### config.mk
export PLATFORM = sky130hd
export DESIGN_NAME = retransmit_window_tracker
export DESIGN_NICKNAME = d
export VERILOG_FILES = /design/src/hdl/rwt_pkg.sv /design/src/hdl/rwt_front.sv /design/src/hdl/rwt_cmd_queue.sv /design/src/hdl/rwt_back.sv /design/src/hdl/retransmit_window_tracker.sv
export SDC_FILE = /design/constraint.sdc
export NUM_CORES = 1
export LEC_CHECK = 0
export BUFFER_PORTS_ARGS = -buffer_cell sky130_fd_sc_hd__clkbuf_2
export CORE_ASPECT_RATIO = 0.9
export CORE_MARGIN = 3
export CORE_UTILIZATION = 55
export DETAILED_ROUTE_END_ITERATION = 10
export PLACE_DENSITY = 0.72
export SLEW_MARGIN = 20
export SYNTH_ARGS = -nofsm -noshare
export SYNTH_HDL_FRONTEND = slang
export SYNTH_HIERARCHICAL = 1
export SYNTH_SLANG_ARGS = --single-unit
### constraint.sdc
create_clock -name clk -period 4.64 [get_ports clk]
set_input_delay 0.232 -clock clk [delete_from_list [all_inputs] [get_ports clk]]
set_output_delay 0.232 -clock clk [all_outputs]
set_load 0.005 [all_outputs]
### src/hdl/rwt_pkg.sv
// Shared definitions for the retransmit window tracker.
// Holds operation and status codes, the command word type and default sizes.
// No dependencies.
package rwt_pkg;

	localparam int unsigned WINDOW_DEF  = 3;
	localparam int unsigned QUEUE_DEPTH = 2;
	localparam int unsigned SEQ_W       = 32;
	localparam int unsigned AGE_W       = 8;
	localparam logic [AGE_W-1:0] TIMEOUT_RST = 8'd3;
	localparam logic [AGE_W-1:0] AGE_MAX     = 8'hFF;

	// Operation codes, equal to the input kind codes; kind seven is a no-op.
	localparam logic [2:0] OP_SETUP    = 3'd0;
	localparam logic [2:0] OP_SEND     = 3'd1;
	localparam logic [2:0] OP_ACK      = 3'd2;
	localparam logic [2:0] OP_TICK     = 3'd3;
	localparam logic [2:0] OP_SCAN     = 3'd4;
	localparam logic [2:0] OP_RESEND   = 3'd5;
	localparam logic [2:0] OP_TEARDOWN = 3'd6;
	localparam logic [2:0] OP_NOP      = 3'd7;

	// Result status codes.
	localparam logic [2:0] ST_SETUP    = 3'd0;
	localparam logic [2:0] ST_SENT     = 3'd1;
	localparam logic [2:0] ST_FULL     = 3'd2;
	localparam logic [2:0] ST_ACKED    = 3'd3;
	localparam logic [2:0] ST_IGNORED  = 3'd4;
	localparam logic [2:0] ST_RESENT   = 3'd5;
	localparam logic [2:0] ST_TEARDOWN = 3'd6;
	localparam logic [2:0] ST_DONE     = 3'd7;

	typedef struct packed {
		logic [2:0]       op;
		logic [SEQ_W-1:0] ack_seq;
	} cmd_t;

endpackage

### src/hdl/rwt_front.sv
// Front end of the retransmit window tracker: accepts input words and
// classifies them into command words. Depends on rwt_pkg.
module rwt_front (
	input  logic                       clk,
	input  logic                       arst_n,
	input  logic                       in_valid,
	output logic                       in_ready,
	input  logic [2:0]                 kind,
	input  logic [rwt_pkg::SEQ_W-1:0]  ack_seq,
	output logic                       cmd_valid,
	input  logic                       cmd_ready,
	output rwt_pkg::cmd_t              cmd
);
	import rwt_pkg::*;

	logic cmd_vld_q;
	cmd_t cmd_q;
	cmd_t cmd_dec;

	// Only an acknowledgement carries a sequence number further on.
	always_comb begin
		cmd_dec.op      = kind;
		cmd_dec.ack_seq = (kind == OP_ACK) ? ack_seq : '0;
	end

	assign in_ready  = !cmd_vld_q || cmd_ready;
	assign cmd_valid = cmd_vld_q;
	assign cmd       = cmd_q;

	always_ff @(posedge clk or negedge arst_n) begin
		if (!arst_n) begin
			cmd_vld_q <= 1'b0;
		end else if (in_valid && in_ready) begin
			cmd_vld_q <= 1'b1;
		end else if (cmd_ready) begin
			cmd_vld_q <= 1'b0;
		end
	end

	always_ff @(posedge clk) begin
		if (in_valid && in_ready) begin
			cmd_q <= cmd_dec;
		end
	end

endmodule

### src/hdl/rwt_cmd_queue.sv
// Short command queue between the front and back ends.
// Depends on rwt_pkg for the command word type and the queue depth.
module rwt_cmd_queue (
	input  logic          clk,
	input  logic          arst_n,
	input  logic          push_valid,
	output logic          push_ready,
	input  rwt_pkg::cmd_t push_cmd,
	output logic          pop_valid,
	input  logic          pop_ready,
	output rwt_pkg::cmd_t pop_cmd
);
	import rwt_pkg::*;

	localparam int unsigned PTR_W = (QUEUE_DEPTH > 1) ? $clog2(QUEUE_DEPTH) : 1;
	localparam int unsigned CNT_W = $clog2(QUEUE_DEPTH + 1);

	cmd_t             mem [QUEUE_DEPTH];
	logic [PTR_W-1:0] wr_ptr_q;
	logic [PTR_W-1:0] rd_ptr_q;
	logic [CNT_W-1:0] cnt_q;
	logic             do_push;
	logic             do_pop;

	assign push_ready = (cnt_q != CNT_W'(QUEUE_DEPTH));
	assign pop_valid  = (cnt_q != '0);
	assign pop_cmd    = mem[rd_ptr_q];
	assign do_push    = push_valid && push_ready;
	assign do_pop     = pop_valid && pop_ready;

	always_ff @(posedge clk or negedge arst_n) begin
		if (!arst_n) begin
			wr_ptr_q <= '0;
			rd_ptr_q <= '0;
			cnt_q    <= '0;
		end else begin
			if (do_push) begin
				wr_ptr_q <= (wr_ptr_q == PTR_W'(QUEUE_DEPTH - 1)) ? '0 : PTR_W'(wr_ptr_q + 1'b1);
			end
			if (do_pop) begin
				rd_ptr_q <= (rd_ptr_q == PTR_W'(QUEUE_DEPTH - 1)) ? '0 : PTR_W'(rd_ptr_q + 1'b1);
			end
			if (do_push && !do_pop) begin
				cnt_q <= CNT_W'(cnt_q + 1'b1);
			end else if (do_pop && !do_push) begin
				cnt_q <= CNT_W'(cnt_q - 1'b1);
			end
		end
	end

	always_ff @(posedge clk) begin
		if (do_push) begin
			mem[wr_ptr_q] <= push_cmd;
		end
	end

endmodule

### src/hdl/rwt_back.sv
// Back end of the retransmit window tracker: slot store, sequencer that walks
// the slots one per cycle, timeout register and output register.
// Depends on rwt_pkg.
module rwt_back #(
	parameter int unsigned WINDOW = rwt_pkg::WINDOW_DEF
) (
	input  logic                       clk,
	input  logic                       arst_n,
	input  logic                       cfg_we,
	input  logic [rwt_pkg::AGE_W-1:0]  cfg_wdata,
	input  logic                       cmd_valid,
	output logic                       cmd_ready,
	input  rwt_pkg::cmd_t              cmd,
	output logic                       out_valid,
	input  logic                       out_ready,
	output logic [2:0]                 status,
	output logic [rwt_pkg::SEQ_W-1:0]  seq_out,
	output logic                       last,
	output logic                       window_open,
	output logic                       resend_pending
);
	import rwt_pkg::*;

	localparam int unsigned IDX_W = (WINDOW > 1) ? $clog2(WINDOW) : 1;
	localparam int unsigned OCC_W = $clog2(WINDOW + 1);
	localparam logic [IDX_W-1:0] IDX_LAST = IDX_W'(WINDOW - 1);

	localparam logic [2:0] S_IDLE = 3'd0;
	localparam logic [2:0] S_EXEC = 3'd1;
	localparam logic [2:0] S_SCAN = 3'd2;
	localparam logic [2:0] S_FIN  = 3'd3;
	localparam logic [2:0] S_EMIT = 3'd4;

	logic [2:0]        state_q;
	logic [2:0]        op_q;
	logic [SEQ_W-1:0]  ack_q;
	logic [IDX_W-1:0]  idx_q;
	logic              flag_q;
	logic              found_q;
	logic [IDX_W-1:0]  free_idx_q;
	logic [IDX_W-1:0]  best_idx_q;
	logic [SEQ_W-1:0]  best_seq_q;
	logic [2:0]        res_status_q;
	logic [SEQ_W-1:0]  res_seq_q;
	logic              res_last_q;

	logic [WINDOW-1:0] valid_q;
	logic [WINDOW-1:0] marked_q;
	logic [SEQ_W-1:0]  seq_q [WINDOW];
	logic [AGE_W-1:0]  age_q [WINDOW];
	logic [OCC_W-1:0]  occ_q;
	logic [SEQ_W-1:0]  next_seq_q;
	logic [AGE_W-1:0]  limit_q;

	logic              out_valid_q;
	logic [2:0]        status_q;
	logic [SEQ_W-1:0]  seq_out_q;
	logic              last_q;
	logic              window_open_q;
	logic              rp_q;

	logic              cur_valid;
	logic              cur_marked;
	logic [SEQ_W-1:0]  cur_seq;
	logic              scan_end;
	logic              emit_ok;
	logic              alloc_en;
	logic              resend_fin;
	logic [WINDOW-1:0] best_onehot;
	logic [IDX_W-1:0]  idx_inc;

	assign cur_valid   = valid_q[idx_q];
	assign cur_marked  = marked_q[idx_q];
	assign cur_seq     = seq_q[idx_q];
	assign scan_end    = (idx_q == IDX_LAST);
	assign idx_inc     = IDX_W'(idx_q + 1'b1);
	assign emit_ok     = !out_valid_q || out_ready;
	assign alloc_en    = (state_q == S_FIN) && (op_q == OP_SEND) && !flag_q;
	assign resend_fin  = (state_q == S_FIN) && (op_q == OP_RESEND);
	assign best_onehot = WINDOW'(1) << best_idx_q;
	assign cmd_ready   = (state_q == S_IDLE);

	assign out_valid      = out_valid_q;
	assign status         = status_q;
	assign seq_out        = seq_out_q;
	assign last           = last_q;
	assign window_open    = window_open_q;
	assign resend_pending = rp_q;

	always_ff @(posedge clk or negedge arst_n) begin
		if (!arst_n) begin
			state_q      <= S_IDLE;
			op_q         <= OP_NOP;
			idx_q        <= '0;
			flag_q       <= 1'b0;
			found_q      <= 1'b0;
			free_idx_q   <= '0;
			best_idx_q   <= '0;
			best_seq_q   <= '0;
			res_status_q <= ST_DONE;
			res_seq_q    <= '0;
			res_last_q   <= 1'b1;
			valid_q      <= '0;
			marked_q     <= '0;
			occ_q        <= '0;
			next_seq_q   <= '0;
			limit_q      <= TIMEOUT_RST;
			out_valid_q  <= 1'b0;
		end else begin
			if (cfg_we) begin
				limit_q <= cfg_wdata;
			end
			if (state_q == S_EMIT && emit_ok) begin
				out_valid_q <= 1'b1;
			end else if (out_ready) begin
				out_valid_q <= 1'b0;
			end

			case (state_q)
				S_IDLE: begin
					if (cmd_valid) begin
						op_q    <= cmd.op;
						state_q <= S_EXEC;
					end
				end
				S_EXEC: begin
					idx_q      <= '0;
					flag_q     <= 1'b0;
					found_q    <= 1'b0;
					res_seq_q  <= '0;
					res_last_q <= 1'b1;
					state_q    <= S_EMIT;
					case (op_q)
						OP_SETUP: begin
							next_seq_q   <= SEQ_W'(1);
							res_status_q <= ST_SETUP;
						end
						OP_SEND: begin
							if (occ_q == OCC_W'(WINDOW)) begin
								res_status_q <= ST_FULL;
							end else begin
								state_q <= S_SCAN;
							end
						end
						OP_ACK: begin
							state_q <= S_SCAN;
						end
						OP_SCAN: begin
							for (int i = 0; i < WINDOW; i++) begin
								if (valid_q[i] && age_q[i] > limit_q) begin
									marked_q[i] <= 1'b1;
								end
							end
							res_status_q <= ST_DONE;
						end
						OP_RESEND: begin
							if (marked_q == '0) begin
								res_status_q <= ST_DONE;
							end else begin
								state_q <= S_SCAN;
							end
						end
						OP_TEARDOWN: begin
							res_status_q <= ST_TEARDOWN;
							res_seq_q    <= next_seq_q;
						end
						default: begin
							res_status_q <= ST_DONE;
						end
					endcase
				end
				S_SCAN: begin
					idx_q <= idx_inc;
					if (scan_end) begin
						state_q <= S_FIN;
					end
					case (op_q)
						OP_SEND: begin
							if (cur_valid && cur_seq == next_seq_q) begin
								flag_q <= 1'b1;
							end
							if (!cur_valid && !found_q) begin
								found_q    <= 1'b1;
								free_idx_q <= idx_q;
							end
						end
						OP_ACK: begin
							if (cur_valid && cur_seq == ack_q) begin
								valid_q[idx_q]  <= 1'b0;
								marked_q[idx_q] <= 1'b0;
								occ_q           <= OCC_W'(occ_q - 1'b1);
								flag_q          <= 1'b1;
							end
						end
						default: begin
							if (cur_marked && (!found_q || cur_seq < best_seq_q)) begin
								found_q    <= 1'b1;
								best_idx_q <= idx_q;
								best_seq_q <= cur_seq;
							end
						end
					endcase
				end
				S_FIN: begin
					state_q <= S_EMIT;
					case (op_q)
						OP_SEND: begin
							if (!flag_q) begin
								valid_q[free_idx_q]  <= 1'b1;
								marked_q[free_idx_q] <= 1'b0;
								occ_q                <= OCC_W'(occ_q + 1'b1);
							end
							res_status_q <= ST_SENT;
							res_seq_q    <= next_seq_q;
							next_seq_q   <= next_seq_q + 1'b1;
						end
						OP_ACK: begin
							res_status_q <= flag_q ? ST_ACKED : ST_IGNORED;
							res_seq_q    <= flag_q ? ack_q : '0;
						end
						default: begin
							marked_q[best_idx_q] <= 1'b0;
							res_status_q         <= ST_RESENT;
							res_seq_q            <= best_seq_q;
							res_last_q           <= ((marked_q & ~best_onehot) == '0);
						end
					endcase
				end
				S_EMIT: begin
					if (emit_ok) begin
						if (op_q == OP_RESEND && !res_last_q) begin
							idx_q   <= '0;
							found_q <= 1'b0;
							state_q <= S_SCAN;
						end else begin
							state_q <= S_IDLE;
						end
					end
				end
				default: begin
					state_q <= S_IDLE;
				end
			endcase
		end
	end

	// Slot payload and result fields carry no reset.
	always_ff @(posedge clk) begin
		if (state_q == S_IDLE && cmd_valid) begin
			ack_q <= cmd.ack_seq;
		end
		for (int i = 0; i < WINDOW; i++) begin
			if (state_q == S_EXEC && op_q == OP_TICK && valid_q[i] && age_q[i] != AGE_MAX) begin
				age_q[i] <= AGE_W'(age_q[i] + 1'b1);
			end
		end
		if (alloc_en) begin
			seq_q[free_idx_q] <= next_seq_q;
			age_q[free_idx_q] <= '0;
		end
		if (resend_fin) begin
			age_q[best_idx_q] <= '0;
		end
		if (state_q == S_EMIT && emit_ok) begin
			status_q      <= res_status_q;
			seq_out_q     <= res_seq_q;
			last_q        <= res_last_q;
			window_open_q <= (occ_q < OCC_W'(WINDOW));
			rp_q          <= (op_q == OP_RESEND) ? 1'b0 : (marked_q != '0);
		end
	end

	// The occupancy counter follows the valid bits.
	a_occ_matches: assert property (@(posedge clk) disable iff (!arst_n)
		occ_q == OCC_W'($countones(valid_q)))
		else $error("occupancy count disagrees with slot valid bits");

	// A resend mark only ever sits on an outstanding slot.
	a_mark_valid: assert property (@(posedge clk) disable iff (!arst_n)
		(marked_q & ~valid_q) == '0)
		else $error("resend mark on a free slot");

	// A slot is only filled while the window has room.
	a_alloc_room: assert property (@(posedge clk) disable iff (!arst_n)
		alloc_en |-> (occ_q < OCC_W'(WINDOW)) && !valid_q[free_idx_q])
		else $error("slot allocated into a full window or occupied slot");

	// A sent word leaves the sequence counter one further on.
	a_send_advance: assert property (@(posedge clk) disable iff (!arst_n)
		(state_q == S_FIN && op_q == OP_SEND) |=> next_seq_q == $past(next_seq_q) + 1'b1)
		else $error("sequence counter did not advance on send");

endmodule

### src/hdl/retransmit_window_tracker.sv
// Retransmit window tracker: sender side of a selective-repeat window.
// Setup, tick, scan, teardown, no-op, full-window send and unmarked resend words give their
// result without walking the slots; other sends and acks walk every slot, one slot a cycle,
// and a resend walks them once per number resent. The back end takes one word at a time,
// and output stalls hold it up.
// Reset (arst_n, asynchronous) frees all slots, clears marks, zeroes the counter, timeout 3.
module retransmit_window_tracker #(
	parameter int unsigned WINDOW = rwt_pkg::WINDOW_DEF
) (
	input  logic                       clk,
	input  logic                       arst_n,
	input  logic                       cfg_we,
	input  logic [rwt_pkg::AGE_W-1:0]  cfg_wdata,
	input  logic                       in_valid,
	output logic                       in_ready,
	input  logic [2:0]                 kind,
	input  logic [rwt_pkg::SEQ_W-1:0]  ack_seq,
	output logic                       out_valid,
	input  logic                       out_ready,
	output logic [2:0]                 status,
	output logic [rwt_pkg::SEQ_W-1:0]  seq_out,
	output logic                       last,
	output logic                       window_open,
	output logic                       resend_pending
);
	import rwt_pkg::*;

	// The front end registers each accepted word and tags it with its
	// operation; only an acknowledgement keeps its sequence number.
	logic fr_valid;
	logic fr_ready;
	cmd_t fr_cmd;

	// The queue lets the front end keep taking words while the back end is
	// busy walking the slots or waiting for the output to drain.
	logic bk_valid;
	logic bk_ready;
	cmd_t bk_cmd;

	rwt_front u_front (
		.clk       (clk),
		.arst_n    (arst_n),
		.in_valid  (in_valid),
		.in_ready  (in_ready),
		.kind      (kind),
		.ack_seq   (ack_seq),
		.cmd_valid (fr_valid),
		.cmd_ready (fr_ready),
		.cmd       (fr_cmd)
	);

	rwt_cmd_queue u_queue (
		.clk        (clk),
		.arst_n     (arst_n),
		.push_valid (fr_valid),
		.push_ready (fr_ready),
		.push_cmd   (fr_cmd),
		.pop_valid  (bk_valid),
		.pop_ready  (bk_ready),
		.pop_cmd    (bk_cmd)
	);

	// The back end holds the slots and the sequence counter. It handles one
	// word at a time: searches over the slots (duplicate check, ack match,
	// oldest-number choice for resend) walk one slot per cycle, and each
	// result passes through an output register, so that a stalled consumer
	// holds up the front end only once the queue has filled.
	rwt_back #(
		.WINDOW (WINDOW)
	) u_back (
		.clk            (clk),
		.arst_n         (arst_n),
		.cfg_we         (cfg_we),
		.cfg_wdata      (cfg_wdata),
		.cmd_valid      (bk_valid),
		.cmd_ready      (bk_ready),
		.cmd            (bk_cmd),
		.out_valid      (out_valid),
		.out_ready      (out_ready),
		.status         (status),
		.seq_out        (seq_out),
		.last           (last),
		.window_open    (window_open),
		.resend_pending (resend_pending)
	);

endmodule

==> impl_metrics.ini, run 1 <==
[worst_setup_path]
cpMostUsedCell = a21o_1
slowest_stage = dfrtp_2
cp.required_ns = 5.09
end_kind = register
path_class = reg2reg
path_max_fanout = 24
path_buf_inv = 3
cp_top_family = compound AO/OA/AOI/OAI gates
arrival_ns = 4.41
startpoint_type = register
slowest_delay_ns = 0.76
cp_cell_sequence = buf_4 -> mux2_4 -> mux2i_2 -> inv_1 -> ha_1 -> a21o_1 -> a21o_1 -> a21o_1 -> a211oi_1 -> o21ai_0 -> a31o_2 -> a21oi_4 -> buf_4 -> mux2_2

[power_and_ir_drop]
p_seq_share_pct = 44.6
swShare_pct = 34.4
combPwrFrac_pct = 30.0
power.internal_mw = 8.84
leakage_nw = 9.14
clkPwrFrac_pct = 25.4
switchingPower_mw = 4.64
power_density_nw_per_um2 = 597
ir_worst_vdd_mv = 0.366
power_mw = 13.5

[floorplan]
rows = 65
die_y_um = 185
core_um2 = 35100
io_pins = 88
initial_core_util_pct = 55.9
die_w_um = 205
die_area_um2 = 38000

[global_route]
grt_overflow_total = 0
grt.total_usage_pct = 25.8
grt_max_degree = 100
grt_first_pass_wirelength_mm = 74.1
antenna_found_initial = 0
grt_pass1_vias = 12546

[min_path]
holdCritPathClass = in2reg

[clocking]
post_cts_buffers = 0
cts_buffer_depth = 3
cts_hold_buf = 47
h-tree-depth = 2
cts_resized = 0
cts.sinks = 431
worst_setup_hold_path_clk_slew_ns = 0.06
clk_latency_ns = 0.57
numCtsBuffers = 44
cts_tree = yes
root_buffer = clkbuf_16

[cells_and_area]
stdcell_count = 2198
final_cell_mix = edfxtp_1 (271), nand2_1 (140), dfrtp_1 (125), nor2_1 (103), clkbuf_2 (86)
multiInputGateArea_um2 = 7040
fin_util_pct = 64.3
area_growth_pct = 14.9
fin_nets = 1804
num_antenna_cells = 0
drive_above_1_share_pct = 19.0
fillers = 2652
mostFrequentLayoutCell = edfxtp_1
finalInstanceArea_um2 = 22600
seqCellArea_um2 = 12000

[sta]
finalMaxSlewViolations = 0
tns_ns = 0
slew_headroom_pct = 24.3
clock.fmax_ghz = 0.252
finalHoldViolCount = 0
rsz0062_at_grt = false
period_needed_ns = 3.97
finalSetupViolations = 0
finalCritPeriodShare_pct = 85.5
finClkSkew_ns = 0.0330
tightest_slew_ns = 1.13

[placed_design]
routabilityCongestion = 0.969
dp_hpwl_mm = 34.2
dp.cells = 2069
post_dp_cell_area_um2 = 20700
portBuffers = 87

[detailed_routing]
drt-initial-drc-count = 1166
drt_first_pass_iters = 7
wl_mm = 48.5
ant_nets = 0
drc_errors = 0
wl_per_cell_um = 22.1
vias = 13001
viasPerCell = 5.91

[synthesis]
syn_area_um2 = 19700
yosys_warnings = 6
yosysSeqAreaShare_pct = 61.2
synth_top_area_cell = edfxtp_1
syn_nets = 1645
synthArstFlopShare_pct = 31.6
synth_ff_type = edfxtp_1
postSynthCellCount = 1534
synth_top_area_share_pct = 41.4
synth_area_leaders = edfxtp_1 (41%), dfrtp_1 (16%), ha_1 (4.0%)
synth-seq-cells = 431
synth_edf_count = 271
ys_types = 78
avgSynthCellArea_um2 = 12.8

[flow_run]
cap_violations = 0

[run_status]
status = finished clean
power by group through the flow:
stage	logic, mW	registers [mW]	clock network, mW
CTS	4.02	5.99	3.48
detailed placement	3.96	6.06	0
global route	4.41	6.09	3.64
global placement	3.90	6.03	0
finish	4.05	6.01	3.42
floorplan	2.97	5.65	0
worst paths after layout:
| path | start | endpoint | slack [ns] | cells after the start |
|---|---|---|---|---|
| setup reg to reg | u_back/idx_q[0] | u_back/best_seq_q[28] | 0.67 | 14 |
| max in group asynchronous | arst_n | u_queue/rd_ptr_q | 3.17 | 3 |
| hold reg to reg | u_front/cmd[5] | u_queue/mem[0][5] | 0.44 | 0 |
| min in group asynchronous | arst_n | u_back/limit_q[5] | 0.37 | 2 |
| hold / removal | cfg_we | u_back/limit_q[7] | 0.06 | 2 |
| setup / recovery | u_back/idx_q[0] | u_back/best_seq_q[28] | 0.67 | 14 |
cells in the mapped netlist, types with 32 or more instances:
library cell and count:
nor2_1 110, o21ai_0 39, edfxtp_1 271, clkbuf_1 33
mux2_4 34, a222oi_1 32, xor2_1 42, ha_1 63
nand3_1 37, inv_1 85, mux2i_1 44, nand2_1 140
mux2_2 45, dfrtp_1 127, xnor2_1 55
layer usage:
layer	GRT usage, %	up-vias	part of all wire, %
met3	4.71	93	7.6
met5	0	-	0
li1	-	5924	-
met1	37.6	6496	44
met4	8.14	0	2.8
met2	39.7	488	45
registers in the layout, summed over array words and instances, names as in the netlist, 8 cells and up:
register and count:
u_back/best_seq_q 32, u_back/next_seq_q 32, u_back/seq_q 96, u_back/age_q 24
u_back/res_seq_q 32, u_back/ack_q 32, u_back/limit_q 8, u_queue/mem 70
u_back/seq_out 32, u_front/cmd 35
stage by stage:
step	hold WS, ns	setup slack, ns
2_1_floorplan	-0.0636	0.484
3_5_place_dp	0.423	0.717
5_1_grt	0.0936	0.460
4_1_cts	0.0239	0.714
6_report	0.0620	0.673
3_3_place_gp	0.413	0.729
cell families after synthesis:
logic type / share of synthesized area (%)
AO/OA/AOI/OAI: 7.82
XOR/XNOR: 4.32
adder cells (fa/ha/maj): 4.01
buffers and inverters: 3.21
flip-flops: 61.2
multiplexers: 8.02
AND/OR/NAND/NOR: 11.4
cell type report:
cell class | instances | area share (%)
sequential | 431 | 53.3
multi-input combinational | 960 | 31.2
clock buffer | 55 | 5.33
timing repair buffer | 170 | 5.24
tap | 469 | 2.60
inverter | 86 | 1.43
clock inverter | 27 | 0.947
Note: power is estimated with default switching activity, not from simulation.
==> inputs of run 2 (changes only) <==
--- a/config.mk
+++ b/config.mk
@@ -8,9 +8,9 @@
 export BUFFER_PORTS_ARGS = -buffer_cell sky130_fd_sc_hd__clkbuf_2
 export CORE_ASPECT_RATIO = 0.9
 export CORE_MARGIN = 3
-export CORE_UTILIZATION = 55
+export CORE_UTILIZATION = 60
 export DETAILED_ROUTE_END_ITERATION = 10
-export PLACE_DENSITY = 0.72
+export PLACE_DENSITY = 0.78
 export SLEW_MARGIN = 20
 export SYNTH_ARGS = -nofsm -noshare
 export SYNTH_HDL_FRONTEND = slang
==> run 2 against run 1 <==
Combinational power grew 1%. Highest routed layer unchanged. Flip-flop and latch count unchanged. Via count grew 0.30%. Utilization up 5.7 points. Count of clock-buffer cells in the layout is 2 higher. Critical endpoint is now u_back/best_seq_q[31]. Routed wire length increased by 3.3%. Critical path depth down 2. Worst setup slack worse by 0.086 ns. Total power grew 0.60%. Non-clock buffer count increased by 1.
==> impl_metrics.ini, run 2 (synthesis gave the netlist of run 1 again) <==
[cells_and_area]
largest_reg_flops = 96
drive_above_1_share_pct = 18.5
num_antenna_cells = 0
mostFrequentLayoutCell = edfxtp_1
largest_register = u_back/seq_q
fin_util_pct = 70.0
final_cell_mix = edfxtp_1 (271), nand2_1 (140), dfrtp_1 (125), nor2_1 (103), clkbuf_2 (86)
area_growth_pct = 14.4
finalInstanceArea_um2 = 22500
stdcell_count = 2142
fin_nets = 1804

[detailed_routing]
ant_nets = 0
viasPerCell = 6.09
drc_errors = 0
vias = 13040
drt-initial-drc-count = 1357
wl_mm = 50.1
wl_per_cell_um = 23.4
drt_first_pass_iters = 8

[placed_design]
dp_hpwl_mm = 35.0
portBuffers = 87
post_dp_cell_area_um2 = 20700
routabilityCongestion = 0.975
dp.cells = 2018

[global_route]
grt_overflow_total = 0
grt_max_degree = 103
grt_first_pass_wirelength_mm = 76.7
antenna_found_initial = 0
grt.total_usage_pct = 29.0
grt_pass1_vias = 13015

[worst_setup_path]
end_kind = register
path_class = reg2reg
startpoint_type = register
path_max_fanout = 28
cp.required_ns = 5.07
arrival_ns = 4.48

[clocking]
cts_buffer_depth = 3
root_buffer = clkbuf_16
clk_latency_ns = 0.55
cts.sinks = 431
post_cts_buffers = 0
h-tree-depth = 2
worst_setup_hold_path_clk_slew_ns = 0.06
cts_resized = 0
numCtsBuffers = 43
cts_tree = yes

[sta]
rsz0062_at_grt = false
slew_headroom_pct = 27.7
finalCritPeriodShare_pct = 87.3
finalMaxSlewViolations = 0
finClkSkew_ns = 0.0156
clock.fmax_ghz = 0.247
period_needed_ns = 4.05
finalHoldViolCount = 0
tns_ns = 0
finalSetupViolations = 0
tightest_slew_ns = 1.08

[flow_run]
cap_violations = 0

[min_path]
holdCritPathClass = in2reg

[power_and_ir_drop]
power_mw = 13.6
leakage_nw = 9.12
power_density_nw_per_um2 = 603
ir_worst_vdd_mv = 0.446

[floorplan]
rows = 62
initial_core_util_pct = 61.2
die_w_um = 197
io_pins = 88
core_um2 = 32100
die_area_um2 = 35000
die_y_um = 178

[run_status]
status = finished clean
run 2: changes by cell type in the layout (fill, tap and decap cells not counted), moves of 2 or more:
cell	change
clkbuf_1	+5
clkbuf_8	-3
clkinv_1	+3
clkinv_2	-3
clkinv_4	-3
bufinv_16	+2
clkinvlp_4	-2
inv_6	-2
run 2: layout make-up:
type	instances	area (µm²)
Multi-Input combinational cell	960	7050
Sequential cell	431	12000
Timing Repair Buffer	171	1200
Tap cell	416	520
Fill cell	2248	9630
Clock buffer	57	1180
Clock inverter	21	176
Inverter	86	323
run 2: repair_timing:
item	CTS	global route
hold endpoints to repair	137	0
endpoints found under the setup margin	0	0
hold buffers	46	0
run 2: per-stage QoR:
| step | hold slack, ns | setup WS [ns] |
|---|---|---|
| 2_1_floorplan | -0.0636 | 0.484 |
| 3_3_place_gp | 0.402 | 0.613 |
| 3_5_place_dp | 0.429 | 0.624 |
| 4_1_cts | 0.0172 | 0.615 |
| 5_1_grt | 0.0659 | 0.394 |
| 6_report | 0.0400 | 0.587 |
run 2: path summary, 6_finish.rpt:
kind / start / end / slack (ns) / cells after the start
worst max-delay path: u_back/idx_q[0] / u_back/best_seq_q[31] / 0.59 / 12
worst min-delay path: cfg_we / u_back/limit_q[1] / 0.04 / 2
worst max register to register: u_back/idx_q[0] / u_back/best_seq_q[31] / 0.59 / 12
worst min register to register: u_front/cmd[3] / u_queue/mem[1][3] / 0.45 / 0
max in group asynchronous: arst_n / u_back/res_seq_q[20] / 3.16 / 3
min in group asynchronous: arst_n / u_back/limit_q[6] / 0.36 / 2
run 2: routing by layer:
metal	part of all wire [%]	up-vias	wire (µm)	GRT usage, %
met5	0	-	0	0
met4	2.5	0	1260	8.17
met3	9.4	87	4720	7.57
met2	46	584	22900	44.9
met1	42	6441	21300	41.2
li1	-	5928	-	-
run 2: where the power goes:
part	internal [mW]	switching, mW	total (mW)
Combinational	1.73	2.36	4.09
Sequential	5.21	0.864	6.08
Clock	1.96	1.44	3.39
run 2: worst max-delay path, stage by stage (launching register included):
cell      delay [ns]
dfrtp_2         0.86
mux2_2          0.42
mux2i_1         0.33
inv_1           0.18
ha_1            0.32
a21o_1          0.16
a21o_1          0.17
a211oi_1        0.21
o21ai_0         0.16
a31o_2          0.29
a21oi_4         0.12
buf_4           0.31
mux2_2          0.38
